===== config.mk =====
export PLATFORM = sky130hd
export DESIGN_NAME = overspeed_tilt_kill_latch_unit_flat
export DESIGN_NICKNAME = d
export VERILOG_FILES = /design/src/rtl/ovtk_pkg.sv /design/src/rtl/ovtk_in_if.sv /design/src/rtl/ovtk_out_if.sv /design/src/rtl/ovtk_cfg_if.sv /design/src/rtl/overspeed_tilt_kill_latch_unit.sv /design/src/flat_wrapper.sv
export SDC_FILE = /design/constraint.sdc
export NUM_CORES = 2
export LEC_CHECK = 0
export ABC_AREA = 1
export BUFFER_PORTS_ARGS = -buffer_cell sky130_fd_sc_hd__clkbuf_2
export CAP_MARGIN = 40
export CORE_ASPECT_RATIO = 0.6
export CORE_UTILIZATION = 65
export CTS_CLUSTER_DIAMETER = 200
export DETAILED_ROUTE_END_ITERATION = 16
export PLACE_DENSITY = 0.87
export SETUP_SLACK_MARGIN = 0.15
export SYNTH_ARGS = -nofsm -noshare
export SYNTH_HDL_FRONTEND = slang
export SYNTH_SLANG_ARGS = --single-unit

===== constraint.sdc =====
create_clock -name clk -period 22.2 [get_ports clk]
set_input_delay 3.33 -clock clk [delete_from_list [all_inputs] [get_ports clk]]
set_output_delay 3.33 -clock clk [all_outputs]
set_load 0.005 [all_outputs]

===== src/rtl/ovtk_pkg.sv =====
// ----------------------------------------------------------------------------
// ovtk_pkg
// Shared widths, register indexes and fault source codes for the overspeed,
// tilt and kill latch unit.
// ----------------------------------------------------------------------------
package ovtk_pkg;

  localparam int RATE_W  = 16;
  localparam int QUAT_W  = 16;
  localparam int LIM_W   = 15;
  localparam int DEB_W   = 16;
  localparam int STOP_W  = 2;
  localparam int SRC_W   = 3;
  localparam int CFG_IDX_W = 3;
  localparam int CFG_DAT_W = 16;

  localparam logic [CFG_IDX_W-1:0] REG_USE_MAG   = 3'd0;
  localparam logic [CFG_IDX_W-1:0] REG_RATE_LIM  = 3'd1;
  localparam logic [CFG_IDX_W-1:0] REG_RATE_DEB  = 3'd2;
  localparam logic [CFG_IDX_W-1:0] REG_TILT_COS  = 3'd3;
  localparam logic [CFG_IDX_W-1:0] REG_TILT_DEB  = 3'd4;

  localparam logic [SRC_W-1:0] SRC_NONE   = 3'd0;
  localparam logic [SRC_W-1:0] SRC_RATE   = 3'd1;
  localparam logic [SRC_W-1:0] SRC_ESTOP  = 3'd2;
  localparam logic [SRC_W-1:0] SRC_TILT   = 3'd3;
  localparam logic [SRC_W-1:0] SRC_BUTTON = 3'd4;

  localparam logic [STOP_W-1:0] STOP_HARD = 2'd2;

endpackage


===== src/rtl/ovtk_in_if.sv =====
// ----------------------------------------------------------------------------
// ovtk_in_if
// Sample channel: gyro rates, attitude quaternion, stop, ack and button levels.
// ----------------------------------------------------------------------------
interface ovtk_in_if;
  import ovtk_pkg::*;

  logic                     valid;
  logic                     ready;
  logic signed [RATE_W-1:0] rate_x;
  logic signed [RATE_W-1:0] rate_y;
  logic signed [RATE_W-1:0] rate_z;
  logic signed [QUAT_W-1:0] att_w;
  logic signed [QUAT_W-1:0] att_x;
  logic signed [QUAT_W-1:0] att_y;
  logic signed [QUAT_W-1:0] att_z;
  logic [STOP_W-1:0]        stop_level;
  logic                     ack_level;
  logic                     button_level;

  modport source (
    output valid, rate_x, rate_y, rate_z, att_w, att_x, att_y, att_z,
           stop_level, ack_level, button_level,
    input  ready
  );

  modport sink (
    input  valid, rate_x, rate_y, rate_z, att_w, att_x, att_y, att_z,
           stop_level, ack_level, button_level,
    output ready
  );
endinterface


===== src/rtl/ovtk_out_if.sv =====
// ----------------------------------------------------------------------------
// ovtk_out_if
// Result channel: kill state, fault source, rate debounce count, overspeed flag and ack edge flag.
// ----------------------------------------------------------------------------
interface ovtk_out_if;
  import ovtk_pkg::*;

  logic              valid;
  logic              ready;
  logic              kill;
  logic [SRC_W-1:0]  fault_source;
  logic [DEB_W-1:0]  rate_count_out;
  logic              over_now;
  logic              ack_rise;

  modport source (
    output valid, kill, fault_source, rate_count_out, over_now, ack_rise,
    input  ready
  );

  modport sink (
    input  valid, kill, fault_source, rate_count_out, over_now, ack_rise,
    output ready
  );
endinterface


===== src/rtl/ovtk_cfg_if.sv =====
// ----------------------------------------------------------------------------
// ovtk_cfg_if
// Configuration write channel: register index and write data.
// ----------------------------------------------------------------------------
interface ovtk_cfg_if;
  import ovtk_pkg::*;

  logic                 valid;
  logic                 ready;
  logic [CFG_IDX_W-1:0] index;
  logic [CFG_DAT_W-1:0] data;

  modport source (
    output valid, index, data,
    input  ready
  );

  modport sink (
    input  valid, index, data,
    output ready
  );
endinterface


===== src/rtl/overspeed_tilt_kill_latch_unit.sv =====
// ----------------------------------------------------------------------------
// overspeed_tilt_kill_latch_unit
// Debounced overspeed and tilt detection with a prioritized kill latch.
// ----------------------------------------------------------------------------
// Each accepted sample word is worked through in steps on the single shared
// 18x18 multiplier that forms all squares and the two tilt partial products.
// The input is not ready while a sample is in work; a finished result waits
// in the output register. Synchronous active-low reset clears the latch,
// both counters, the edge history and restores the register defaults.
// ----------------------------------------------------------------------------
module overspeed_tilt_kill_latch_unit #(
  parameter int COUNT_BITS = 16
) (
  input  logic        clk,
  input  logic        rst_n,
  ovtk_in_if.sink     in_ch,
  ovtk_out_if.source  out_ch,
  ovtk_cfg_if.sink    cfg_ch
);
  import ovtk_pkg::*;

  localparam logic [3:0] STP_LAST = 4'd12;
  localparam logic [COUNT_BITS-1:0] CNT_MAX = {COUNT_BITS{1'b1}};

  // Configuration registers.
  logic                    use_mag_r;
  logic [LIM_W-1:0]        rate_lim_r;
  logic [DEB_W-1:0]        rate_deb_r;
  logic signed [15:0]      tilt_cos_r;
  logic [DEB_W-1:0]        tilt_deb_r;

  // Sequencer and captured sample.
  logic                    busy_r;
  logic [3:0]              stp_r;
  logic signed [RATE_W-1:0] gx_r, gy_r, gz_r;
  logic signed [QUAT_W-1:0] qw_r, qx_r, qy_r, qz_r;
  logic [STOP_W-1:0]       stop_r;
  logic                    ack_r, btn_r;

  // Shared multiplier and accumulators.
  logic signed [17:0]      mul_a, mul_b;
  logic signed [35:0]      prod_r;
  logic [31:0]             rsq_r;
  logic [29:0]             lim2_r;
  logic [32:0]             n2_r;
  logic signed [32:0]      num_r;
  logic signed [49:0]      tacc_r;

  // Persistent state.
  logic                    latched_r;
  logic [SRC_W-1:0]        source_r;
  logic [COUNT_BITS-1:0]   rate_cnt_r, tilt_cnt_r;
  logic                    ack_prev_r, btn_prev_r;

  // Output register.
  logic                    out_valid_r;
  logic                    kill_r;
  logic [SRC_W-1:0]        fsrc_r;
  logic [DEB_W-1:0]        rcnt_out_r;
  logic                    over_out_r, ack_out_r;

  // Decision logic.
  logic [16:0]             ax, ay, az;
  logic                    over, tilt, hard, btn_up, ack_up;
  logic                    over_hit, tilt_hit, release_now;
  logic [COUNT_BITS-1:0]   rate_cnt_nxt, tilt_cnt_nxt;
  logic                    latched_nxt;
  logic [SRC_W-1:0]        source_nxt;
  logic signed [49:0]      tilt_lhs;
  logic                    finish;

  assign in_ch.ready  = !busy_r;
  assign cfg_ch.ready = 1'b1;
  assign finish       = busy_r && (stp_r == STP_LAST) && (!out_valid_r || out_ch.ready);

  always_comb begin
    mul_a = '0;
    mul_b = '0;
    case (stp_r)
      4'd0: begin
        mul_a = 18'(gx_r);
        mul_b = 18'(gx_r);
      end
      4'd1: begin
        mul_a = 18'(gy_r);
        mul_b = 18'(gy_r);
      end
      4'd2: begin
        mul_a = 18'(gz_r);
        mul_b = 18'(gz_r);
      end
      4'd3: begin
        mul_a = {3'b000, rate_lim_r};
        mul_b = {3'b000, rate_lim_r};
      end
      4'd4: begin
        mul_a = 18'(qw_r);
        mul_b = 18'(qw_r);
      end
      4'd5: begin
        mul_a = 18'(qx_r);
        mul_b = 18'(qx_r);
      end
      4'd6: begin
        mul_a = 18'(qy_r);
        mul_b = 18'(qy_r);
      end
      4'd7: begin
        mul_a = 18'(qz_r);
        mul_b = 18'(qz_r);
      end
      4'd9: begin
        mul_a = 18'(tilt_cos_r);
        mul_b = {1'b0, n2_r[16:0]};
      end
      4'd10: begin
        mul_a = 18'(tilt_cos_r);
        mul_b = {2'b00, n2_r[32:17]};
      end
      default: begin
        mul_a = '0;
        mul_b = '0;
      end
    endcase
  end

  always_comb begin
    ax = gx_r[15] ? (17'd0 - {1'b1, gx_r}) : {1'b0, gx_r};
    ay = gy_r[15] ? (17'd0 - {1'b1, gy_r}) : {1'b0, gy_r};
    az = gz_r[15] ? (17'd0 - {1'b1, gz_r}) : {1'b0, gz_r};
    if (use_mag_r) begin
      over = rsq_r > {2'b00, lim2_r};
    end else begin
      over = (ax > {2'b00, rate_lim_r}) || (ay > {2'b00, rate_lim_r}) ||
             (az > {2'b00, rate_lim_r});
    end
    tilt_lhs = {{3{num_r[32]}}, num_r, 14'b0};
    tilt     = (n2_r != '0) && (tilt_lhs < tacc_r);
    hard     = stop_r == STOP_HARD;
    btn_up   = btn_r && !btn_prev_r;
    ack_up   = ack_r && !ack_prev_r;

    if (!over) begin
      rate_cnt_nxt = '0;
    end else if ((DEB_W'(rate_cnt_r) < rate_deb_r) && (rate_cnt_r != CNT_MAX)) begin
      rate_cnt_nxt = rate_cnt_r + 1'b1;
    end else begin
      rate_cnt_nxt = rate_cnt_r;
    end
    if (!tilt) begin
      tilt_cnt_nxt = '0;
    end else if ((DEB_W'(tilt_cnt_r) < tilt_deb_r) && (tilt_cnt_r != CNT_MAX)) begin
      tilt_cnt_nxt = tilt_cnt_r + 1'b1;
    end else begin
      tilt_cnt_nxt = tilt_cnt_r;
    end
    over_hit = DEB_W'(rate_cnt_nxt) >= rate_deb_r;
    tilt_hit = DEB_W'(tilt_cnt_nxt) >= tilt_deb_r;

    latched_nxt = latched_r;
    source_nxt  = source_r;
    if (!latched_r) begin
      if (over_hit) begin
        latched_nxt = 1'b1;
        source_nxt  = SRC_RATE;
      end else if (hard) begin
        latched_nxt = 1'b1;
        source_nxt  = SRC_ESTOP;
      end else if (tilt_hit) begin
        latched_nxt = 1'b1;
        source_nxt  = SRC_TILT;
      end else if (btn_up) begin
        latched_nxt = 1'b1;
        source_nxt  = SRC_BUTTON;
      end
    end
    release_now = latched_nxt && ack_up && !over && !tilt && !hard && !btn_r;
    if (release_now) begin
      latched_nxt  = 1'b0;
      source_nxt   = SRC_NONE;
      rate_cnt_nxt = '0;
      tilt_cnt_nxt = '0;
    end
  end

  always_ff @(posedge clk) begin
    if (!rst_n) begin
      use_mag_r  <= 1'b1;
      rate_lim_r <= 15'd20480;
      rate_deb_r <= 16'd5;
      tilt_cos_r <= '0;
      tilt_deb_r <= 16'd10;
    end else if (cfg_ch.valid) begin
      case (cfg_ch.index)
        REG_USE_MAG:  use_mag_r  <= cfg_ch.data[0];
        REG_RATE_LIM: rate_lim_r <= cfg_ch.data[LIM_W-1:0];
        REG_RATE_DEB: rate_deb_r <= cfg_ch.data;
        REG_TILT_COS: tilt_cos_r <= cfg_ch.data;
        REG_TILT_DEB: tilt_deb_r <= cfg_ch.data;
        default: begin
        end
      endcase
    end
  end

  always_ff @(posedge clk) begin
    if (!rst_n) begin
      busy_r      <= 1'b0;
      stp_r       <= '0;
      latched_r   <= 1'b0;
      source_r    <= SRC_NONE;
      rate_cnt_r  <= '0;
      tilt_cnt_r  <= '0;
      ack_prev_r  <= 1'b0;
      btn_prev_r  <= 1'b0;
      out_valid_r <= 1'b0;
    end else begin
      if (out_ch.ready && !finish) begin
        out_valid_r <= 1'b0;
      end
      if (in_ch.valid && !busy_r) begin
        busy_r <= 1'b1;
        stp_r  <= '0;
      end else if (finish) begin
        busy_r      <= 1'b0;
        out_valid_r <= 1'b1;
        latched_r   <= latched_nxt;
        source_r    <= source_nxt;
        rate_cnt_r  <= rate_cnt_nxt;
        tilt_cnt_r  <= tilt_cnt_nxt;
        ack_prev_r  <= ack_r;
        btn_prev_r  <= btn_r;
      end else if (busy_r && (stp_r != STP_LAST)) begin
        stp_r <= stp_r + 1'b1;
      end
    end
  end

  always_ff @(posedge clk) begin
    if (in_ch.valid && !busy_r) begin
      gx_r   <= in_ch.rate_x;
      gy_r   <= in_ch.rate_y;
      gz_r   <= in_ch.rate_z;
      qw_r   <= in_ch.att_w;
      qx_r   <= in_ch.att_x;
      qy_r   <= in_ch.att_y;
      qz_r   <= in_ch.att_z;
      stop_r <= in_ch.stop_level;
      ack_r  <= in_ch.ack_level;
      btn_r  <= in_ch.button_level;
      rsq_r  <= '0;
      n2_r   <= '0;
      num_r  <= '0;
    end
    prod_r <= mul_a * mul_b;
    if (busy_r) begin
      case (stp_r)
        4'd1, 4'd2, 4'd3: rsq_r <= rsq_r + prod_r[31:0];
        4'd4: lim2_r <= prod_r[29:0];
        4'd5, 4'd8: begin
          n2_r  <= n2_r + {1'b0, prod_r[31:0]};
          num_r <= num_r + prod_r[32:0];
        end
        4'd6, 4'd7: begin
          n2_r  <= n2_r + {1'b0, prod_r[31:0]};
          num_r <= num_r - prod_r[32:0];
        end
        4'd10: tacc_r <= 50'(prod_r);
        4'd11: tacc_r <= tacc_r + {prod_r[32:0], 17'b0};
        default: begin
        end
      endcase
    end
    if (finish) begin
      kill_r     <= latched_nxt;
      fsrc_r     <= source_nxt;
      rcnt_out_r <= DEB_W'(rate_cnt_nxt);
      over_out_r <= over;
      ack_out_r  <= ack_up;
    end
  end

  assign out_ch.valid          = out_valid_r;
  assign out_ch.kill           = kill_r;
  assign out_ch.fault_source   = fsrc_r;
  assign out_ch.rate_count_out = rcnt_out_r;
  assign out_ch.over_now       = over_out_r;
  assign out_ch.ack_rise       = ack_out_r;

  // The latch and its source code always agree.
  a_latch_src: assert property (@(posedge clk) disable iff (!rst_n)
    latched_r == (source_r != SRC_NONE))
    else $error("latch state and fault source disagree");

  // A held latch keeps its source from one step to the next.
  a_src_hold: assert property (@(posedge clk) disable iff (!rst_n)
    (latched_r && $past(latched_r)) |-> $stable(source_r))
    else $error("fault source changed while latched");

  // A zero quaternion norm can only come with a zero tilt numerator.
  a_norm_num: assert property (@(posedge clk) disable iff (!rst_n)
    (busy_r && stp_r == STP_LAST && n2_r == '0) |-> (num_r == '0))
    else $error("tilt numerator nonzero with zero norm");

  // A result word only appears at the end of a sample's work.
  a_out_rise: assert property (@(posedge clk) disable iff (!rst_n)
    $rose(out_valid_r) |-> ($past(busy_r) && !busy_r))
    else $error("result word without finished sample");

endmodule

===== src/flat_wrapper.sv =====
// flat-port wrapper written by rule: the top's interface ports become plain ports
module overspeed_tilt_kill_latch_unit_flat import ovtk_pkg::*;
#(
  parameter int COUNT_BITS = 16
)
  (clk, rst_n, in_ch_valid, in_ch_rate_x, in_ch_rate_y, in_ch_rate_z, in_ch_att_w, in_ch_att_x, in_ch_att_y, in_ch_att_z, in_ch_stop_level, in_ch_ack_level, in_ch_button_level, in_ch_ready, out_ch_valid, out_ch_kill, out_ch_fault_source, out_ch_rate_count_out, out_ch_over_now, out_ch_ack_rise, out_ch_ready, cfg_ch_valid, cfg_ch_index, cfg_ch_data, cfg_ch_ready);
  ovtk_in_if in_ch_i ();
  ovtk_out_if out_ch_i ();
  ovtk_cfg_if cfg_ch_i ();
  input  logic clk;
  input  logic rst_n;
  input wire logic [$bits(in_ch_i.valid)-1:0] in_ch_valid;
  input wire logic [$bits(in_ch_i.rate_x)-1:0] in_ch_rate_x;
  input wire logic [$bits(in_ch_i.rate_y)-1:0] in_ch_rate_y;
  input wire logic [$bits(in_ch_i.rate_z)-1:0] in_ch_rate_z;
  input wire logic [$bits(in_ch_i.att_w)-1:0] in_ch_att_w;
  input wire logic [$bits(in_ch_i.att_x)-1:0] in_ch_att_x;
  input wire logic [$bits(in_ch_i.att_y)-1:0] in_ch_att_y;
  input wire logic [$bits(in_ch_i.att_z)-1:0] in_ch_att_z;
  input wire logic [$bits(in_ch_i.stop_level)-1:0] in_ch_stop_level;
  input wire logic [$bits(in_ch_i.ack_level)-1:0] in_ch_ack_level;
  input wire logic [$bits(in_ch_i.button_level)-1:0] in_ch_button_level;
  output wire logic [$bits(in_ch_i.ready)-1:0] in_ch_ready;
  output wire logic [$bits(out_ch_i.valid)-1:0] out_ch_valid;
  output wire logic [$bits(out_ch_i.kill)-1:0] out_ch_kill;
  output wire logic [$bits(out_ch_i.fault_source)-1:0] out_ch_fault_source;
  output wire logic [$bits(out_ch_i.rate_count_out)-1:0] out_ch_rate_count_out;
  output wire logic [$bits(out_ch_i.over_now)-1:0] out_ch_over_now;
  output wire logic [$bits(out_ch_i.ack_rise)-1:0] out_ch_ack_rise;
  input wire logic [$bits(out_ch_i.ready)-1:0] out_ch_ready;
  input wire logic [$bits(cfg_ch_i.valid)-1:0] cfg_ch_valid;
  input wire logic [$bits(cfg_ch_i.index)-1:0] cfg_ch_index;
  input wire logic [$bits(cfg_ch_i.data)-1:0] cfg_ch_data;
  output wire logic [$bits(cfg_ch_i.ready)-1:0] cfg_ch_ready;
  assign in_ch_i.valid = in_ch_valid;
  assign in_ch_i.rate_x = in_ch_rate_x;
  assign in_ch_i.rate_y = in_ch_rate_y;
  assign in_ch_i.rate_z = in_ch_rate_z;
  assign in_ch_i.att_w = in_ch_att_w;
  assign in_ch_i.att_x = in_ch_att_x;
  assign in_ch_i.att_y = in_ch_att_y;
  assign in_ch_i.att_z = in_ch_att_z;
  assign in_ch_i.stop_level = in_ch_stop_level;
  assign in_ch_i.ack_level = in_ch_ack_level;
  assign in_ch_i.button_level = in_ch_button_level;
  assign in_ch_ready = in_ch_i.ready;
  assign out_ch_valid = out_ch_i.valid;
  assign out_ch_kill = out_ch_i.kill;
  assign out_ch_fault_source = out_ch_i.fault_source;
  assign out_ch_rate_count_out = out_ch_i.rate_count_out;
  assign out_ch_over_now = out_ch_i.over_now;
  assign out_ch_ack_rise = out_ch_i.ack_rise;
  assign out_ch_i.ready = out_ch_ready;
  assign cfg_ch_i.valid = cfg_ch_valid;
  assign cfg_ch_i.index = cfg_ch_index;
  assign cfg_ch_i.data = cfg_ch_data;
  assign cfg_ch_ready = cfg_ch_i.ready;
  overspeed_tilt_kill_latch_unit #(.COUNT_BITS(COUNT_BITS)) u_core (.clk(clk), .rst_n(rst_n), .in_ch(in_ch_i), .out_ch(out_ch_i), .cfg_ch(cfg_ch_i));
endmodule

== Word-level counts from Yosys, hierarchy flattened ==
Cells that the tools add are included.

* Flip-flop bits (word level): 460
* Input bits: 140
* Output and inout port bits: 25
* Word-level logic and storage cells: 165

* Add/sub/neg operators: 11
* $mul: 1
* Magnitude comparators: 9
* Equal/unequal tests: 20
* Mux-type cells: 39
* Bitwise gates (word level): 3
* Reduce and logical (&&, ||, !) cells: 47

{| class="wikitable"
|+ Operators with widths
! kind !! number
|-
| case mux 18 bit (10 select lines) || 1
|-
| two-way mux 33 bit || 5
|-
| case mux 18 bit (9 select lines) || 1
|-
| case mux 50 bit (2 select lines) || 1
|-
| two-way mux 16 bit || 6
|-
| two-way mux 32 bit || 3
|-
| case mux 33 bit (2 select lines) || 1
|-
| greater-than comparator 17 x 15 -> 1 bit || 3
|-
| two-way mux 17 bit || 3
|-
| subtractor 1 x 17 -> 17 bit, first input constant || 3
|-
| adder 50 bit || 1
|-
| < comparator 47 x 50 -> 1 bit || 1
|-
| multiplier 18 x 18 -> 36 bit || 1
|-
| adder 33 x 32 -> 33 bit || 1
|-
| adder 33 bit || 1
|-
| nonzero test 33 bit || 1
|-
| subtractor 33 bit || 1
|-
| adder 16 x 1 -> 16 bit, second input constant || 2
|-
| adder 32 bit || 1
|-
| greater-or-equal comparator 16 bit || 2
|-
| greater-than comparator 32 x 30 -> 1 bit || 1
|-
| < comparator 16 bit || 2
|-
| inequality test 16 bit, second input constant || 2
|-
| == test 4 bit, second input constant || 5
|-
| 22 further kinds || 81
|}

== Longest topological paths before layout ==
* Depth in word-level cells: 16
* Mapped depth: 38
* Mapped depth without buffers: 37

== Worst setup path before layout ==
No wires, ideal clock.

* Kind: register to register
* From: register u_core.stp_r[1]
* To: register u_core.prod_r[34]
* Library setup time: 0.072 ns
* Arrival time: 6.987 ns
* Required time: 22.128 ns
* Slack: 15.141 ns
* Stages on the path, launching flop included: 36
* Path buffers: 1
* Clock period less this slack: 7.059 ns
* Path through: dfxtp_1 inv_1 ha_1 inv_1 nor2_4 inv_2 o22ai_1 nor4_4 inv_2 a21oi_2 inv_2 buf_6 nand2_1 fa_1 inv_1 fa_1 ha_1 inv_1 fa_1 inv_1 fa_1 inv_1 fa_1 inv_1 ha_1 nand2_1 nor2_1 inv_1 nor2_1 nand3_1 nand3_1 nand3_1 nand2_1 nand2_1 nand2_1 xor2_1

* Cells in the longest elaborated chain, start to end: 4
* Elaborated cells on any way between the ends: 14
* Those cells by class: 1 x mul; 9 x eq/ne; 2 x mux; 2 x reduce/logical

{| class="wikitable"
|+ RTL lines
! what !! line !! text
|-
| from (decl) || overspeed_tilt_kill_latch_unit.sv:34 || <nowiki>logic [3:0] stp_r;</nowiki>
|-
| from (signal assigned) || overspeed_tilt_kill_latch_unit.sv:234 || <nowiki>stp_r <= stp_r + 1'b1;</nowiki>
|-
| == test 4 bit || overspeed_tilt_kill_latch_unit.sv:79 || <nowiki>case (stp_r)</nowiki>
|-
| OR reduction 2 bit (no line) || -- ||
|-
| case mux 18 bit (9 select lines) || overspeed_tilt_kill_latch_unit.sv:79 ||
|-
| multiplier 18 x 18 -> 36 bit * || overspeed_tilt_kill_latch_unit.sv:255 || <nowiki>prod_r <= mul_a * mul_b;</nowiki>
|-
| to (signal assigned) || overspeed_tilt_kill_latch_unit.sv:255 ||
|-
| to (decl) || overspeed_tilt_kill_latch_unit.sv:42 || <nowiki>logic signed [35:0] prod_r;</nowiki>
|}

Mark *: on every way between the ends. The rest lies on a longest branch, timed or not.
A chain may end at the register's enable or synchronous reset.

== Worst setup path in the final report ==
* From: register u_core.stp_r[2]
* To: register u_core.prod_r[32]

Same word-level chain as after synthesis.

==> reports/results.ini <==
[status]
status=finished clean

[layout]
fin_nets=6506
antenna_cells=0
areaGrowthSynthToFinish_pct=7.91
layout_common_cells=1,125 x nand2_1, 1,105 x inv_1, 401 x ha_1, 399 x a21oi_1, 379 x o21ai_0
fillers=5194
drive_gt1_frac=0.0647
multiInputGateArea_sq_um=26400
post-route-cell-area_sq_um=46000
fin_cells=6542
final_common_cell=nand2_1
seq_area_sq_um=11400

[sta]
fin_worst_skew_ns=0.0371
fmax_mhz=120
whs_ns=0.475
fin_setup_tns_ns=0
finalCriticalPeriod_ns=8.36
drv_slew=0
tightest_slew_ns=1.00
slew_headroom=0.331
fin_crit_sh=0.377
hold_viol_final=0
rsz0062_at_grt=no
setup_viol=0

[route]
wl_per_cell_um=21.5
wl_um=140000
dr_total_vias=39400
ant_nets=0
firstDrtPassIters=9
vias_per_cell=6.03
drt_iter0_markers=5578
drc=0

[place]
gp_congestion=1.01
placed_cells=6459
portBuffers=163
dp_hpwl_um=111000
dpl_cell_area_sq_um=44500

[worst_setup_path]
required_ns=22.75
start_kind=register
path_common_cell=inv_1
cpMaxStageDelayCell=fa_1
critical_path_class=reg -> reg
arrival_ns=8.91
path_max_fanout=15
crit_path_end_kind=register
crit_path_max_incr_delay_ns=0.68

[worst_hold_path]
hold_path.class=reg -> reg

[floorplan]
start_util=0.660
die_w_um=333
coreArea_sq_um=64600
placementRows=72
die_h_um=200
ios=165
die_area_sq_um=66700

[global_routing]
grt_pass1_vias=36900
grt_first_pass_wirelength_um=214000
gr-total-overflow=0
antenna_found_initial=5
grt_max_degree=79
grt_usage=0.419

[clock_network]
postCtsSetupRepairBufs=0
cts_root_buffer=clkbuf_16
cts_tree=yes
numCtsBuffers=45
clk_pin_slew_ns=0.08
clk-insertion-delay-late_ns=0.64
cts_num_sinks=460
cts_repair_resize_count=0
clock_path_buffers=3
htreeDepth=2
cts.hold.buffers_added=0

[run]
maxCapViolCount=0

[logic_synthesis]
ys_warn_count=0
synth_flop_cell=dfxtp_1
synth_area_sq_um=42600
synthArstFlopShare=0
syn-num-nets=6362
syn_avg_cell_area_sq_um=7.74
synth_seq_cells=460
synthCells=5511
synth_cell_type_count=69
seq_area_frac_synth=0.267
synth-edff-count=218

==> synth_stat cells (4+ instances only) <==
| master | number | share of area |
|---|---|---|
| clkbuf_1 | 56 | 0.0049 |
| xor2_1 | 131 | 0.027 |
| a22o_1 | 12 | 0.0025 |
| dfxtp_1 | 242 | 0.11 |
| o2111ai_1 | 5 | 0.0010 |
| nand3_1 | 204 | 0.024 |
| a21oi_2 | 4 | 0.00082 |
| nand4_1 | 45 | 0.0066 |
| a211oi_1 | 10 | 0.0018 |
| clkinv_1 | 5 | 0.00044 |
| nand2_1 | 1125 | 0.099 |
| edfxtp_1 | 218 | 0.15 |
| buf_4 | 6 | 0.0011 |
| o21ai_1 | 5 | 0.00059 |
| nor3_1 | 72 | 0.0085 |
| o22ai_1 | 25 | 0.0037 |
| o21ai_0 | 379 | 0.044 |
| nor2_1 | 375 | 0.033 |
| o221ai_1 | 5 | 0.0010 |
| inv_1 | 1105 | 0.097 |
| o31ai_1 | 10 | 0.0018 |
| a21boi_0 | 11 | 0.0019 |
| nor2_2 | 6 | 0.00088 |
| o21a_1 | 11 | 0.0019 |
| buf_2 | 48 | 0.0056 |
| xnor2_1 | 52 | 0.011 |
| a221oi_1 | 12 | 0.0025 |
| a21o_1 | 24 | 0.0042 |
| nor2_4 | 6 | 0.0016 |
| fa_1 | 310 | 0.15 |
| a21oi_1 | 400 | 0.047 |
| o211ai_1 | 27 | 0.0048 |
| o21bai_1 | 20 | 0.0035 |
| ha_1 | 401 | 0.12 |
| buf_6 | 5 | 0.0013 |
| o21ai_2 | 5 | 0.0010 |
| nand3b_1 | 9 | 0.0016 |
| inv_2 | 29 | 0.0026 |
| a31oi_1 | 18 | 0.0026 |
| nor4_1 | 28 | 0.0041 |
==> cells by family (layout without fill, tap and decap cells) <==
logic type	count (synthesis)	after routing	share of synthesized area
AND/OR/NAND/NOR	1889	1889	0.183
buffers and inverters	1256	1436	0.113
AO/OA/AOI/OAI	1011	1011	0.135
adder cells (fa/ha/maj)	711	711	0.263
flip-flops	460	460	0.267
XOR/XNOR	183	183	0.0376
other	1	1	0.0000880
==> worst paths after layout <==
| path | to | cells after the start | slack, ns | from |
|---|---|---|---|---|
| worst max-delay path | u_core.prod_r[32] | 34 | 13.84 | u_core.stp_r[2] |
| worst min-delay path | u_core.tilt_cos_r[0] | 2 | 0.47 | u_core.tilt_cos_r[0] |
| worst max register to register | u_core.prod_r[32] | 34 | 13.84 | u_core.stp_r[2] |
| worst min register to register | u_core.tilt_cos_r[0] | 2 | 0.47 | u_core.tilt_cos_r[0] |
==> area by class of cell <==
class                           count  area share
Sequential cell                   460       0.248
Clock buffer                       55      0.0273
Inverter                         1139      0.0929
Clock inverter                     28     0.00566
Multi-Input combinational cell   3795       0.575
Tap cell                          851      0.0231
Timing Repair Buffer              214      0.0287
==> per-stage QoR <==
stage	setup slack, ns	utilization
final	13.84	0.712
after global routing	13.10	0.712
after CTS	13.91	0.712
after detailed placement	13.96	0.689
after global placement	13.84	0.685
after floorplan	15.14	-
==> critical path, delay by kind of cell, from the launching register on <==
| kind | cells | cell delay (ns) |
|---|---|---|
| flip-flops | 1 | 0.44 |
| buffers and inverters | 11 | 1.46 |
| XOR/XNOR | 1 | 0.13 |
| AND/OR/NAND/NOR | 13 | 2.12 |
| AO/OA/AOI/OAI | 2 | 0.38 |
| adder cells (fa/ha/maj) | 7 | 3.74 |
==> state kept, by name (all words and copies together), names as in the netlist, 30 cells and up <==
| name | cells |
|---|---|
| u_core.tacc_r | 50 |
| u_core.prod_r | 36 |
| u_core.n2_r | 33 |
| u_core.num_r | 33 |
| u_core.rsq_r | 32 |
| u_core.lim2_r | 30 |
==> routing by layer <==
metal  wire length, um  share of wire  vias up  track usage
met5                36        0.00026        -            0
li1                  -              -    18000            -
met4              4190          0.030        6        0.111
met1             60200           0.43    18300        0.641
met3             22800           0.16      340        0.138
met2             53300           0.38     2769        0.557
Power is left out: the tool's default activity adds up to more than one toggle a clock period on the data nets, which glitch-free logic cannot reach.
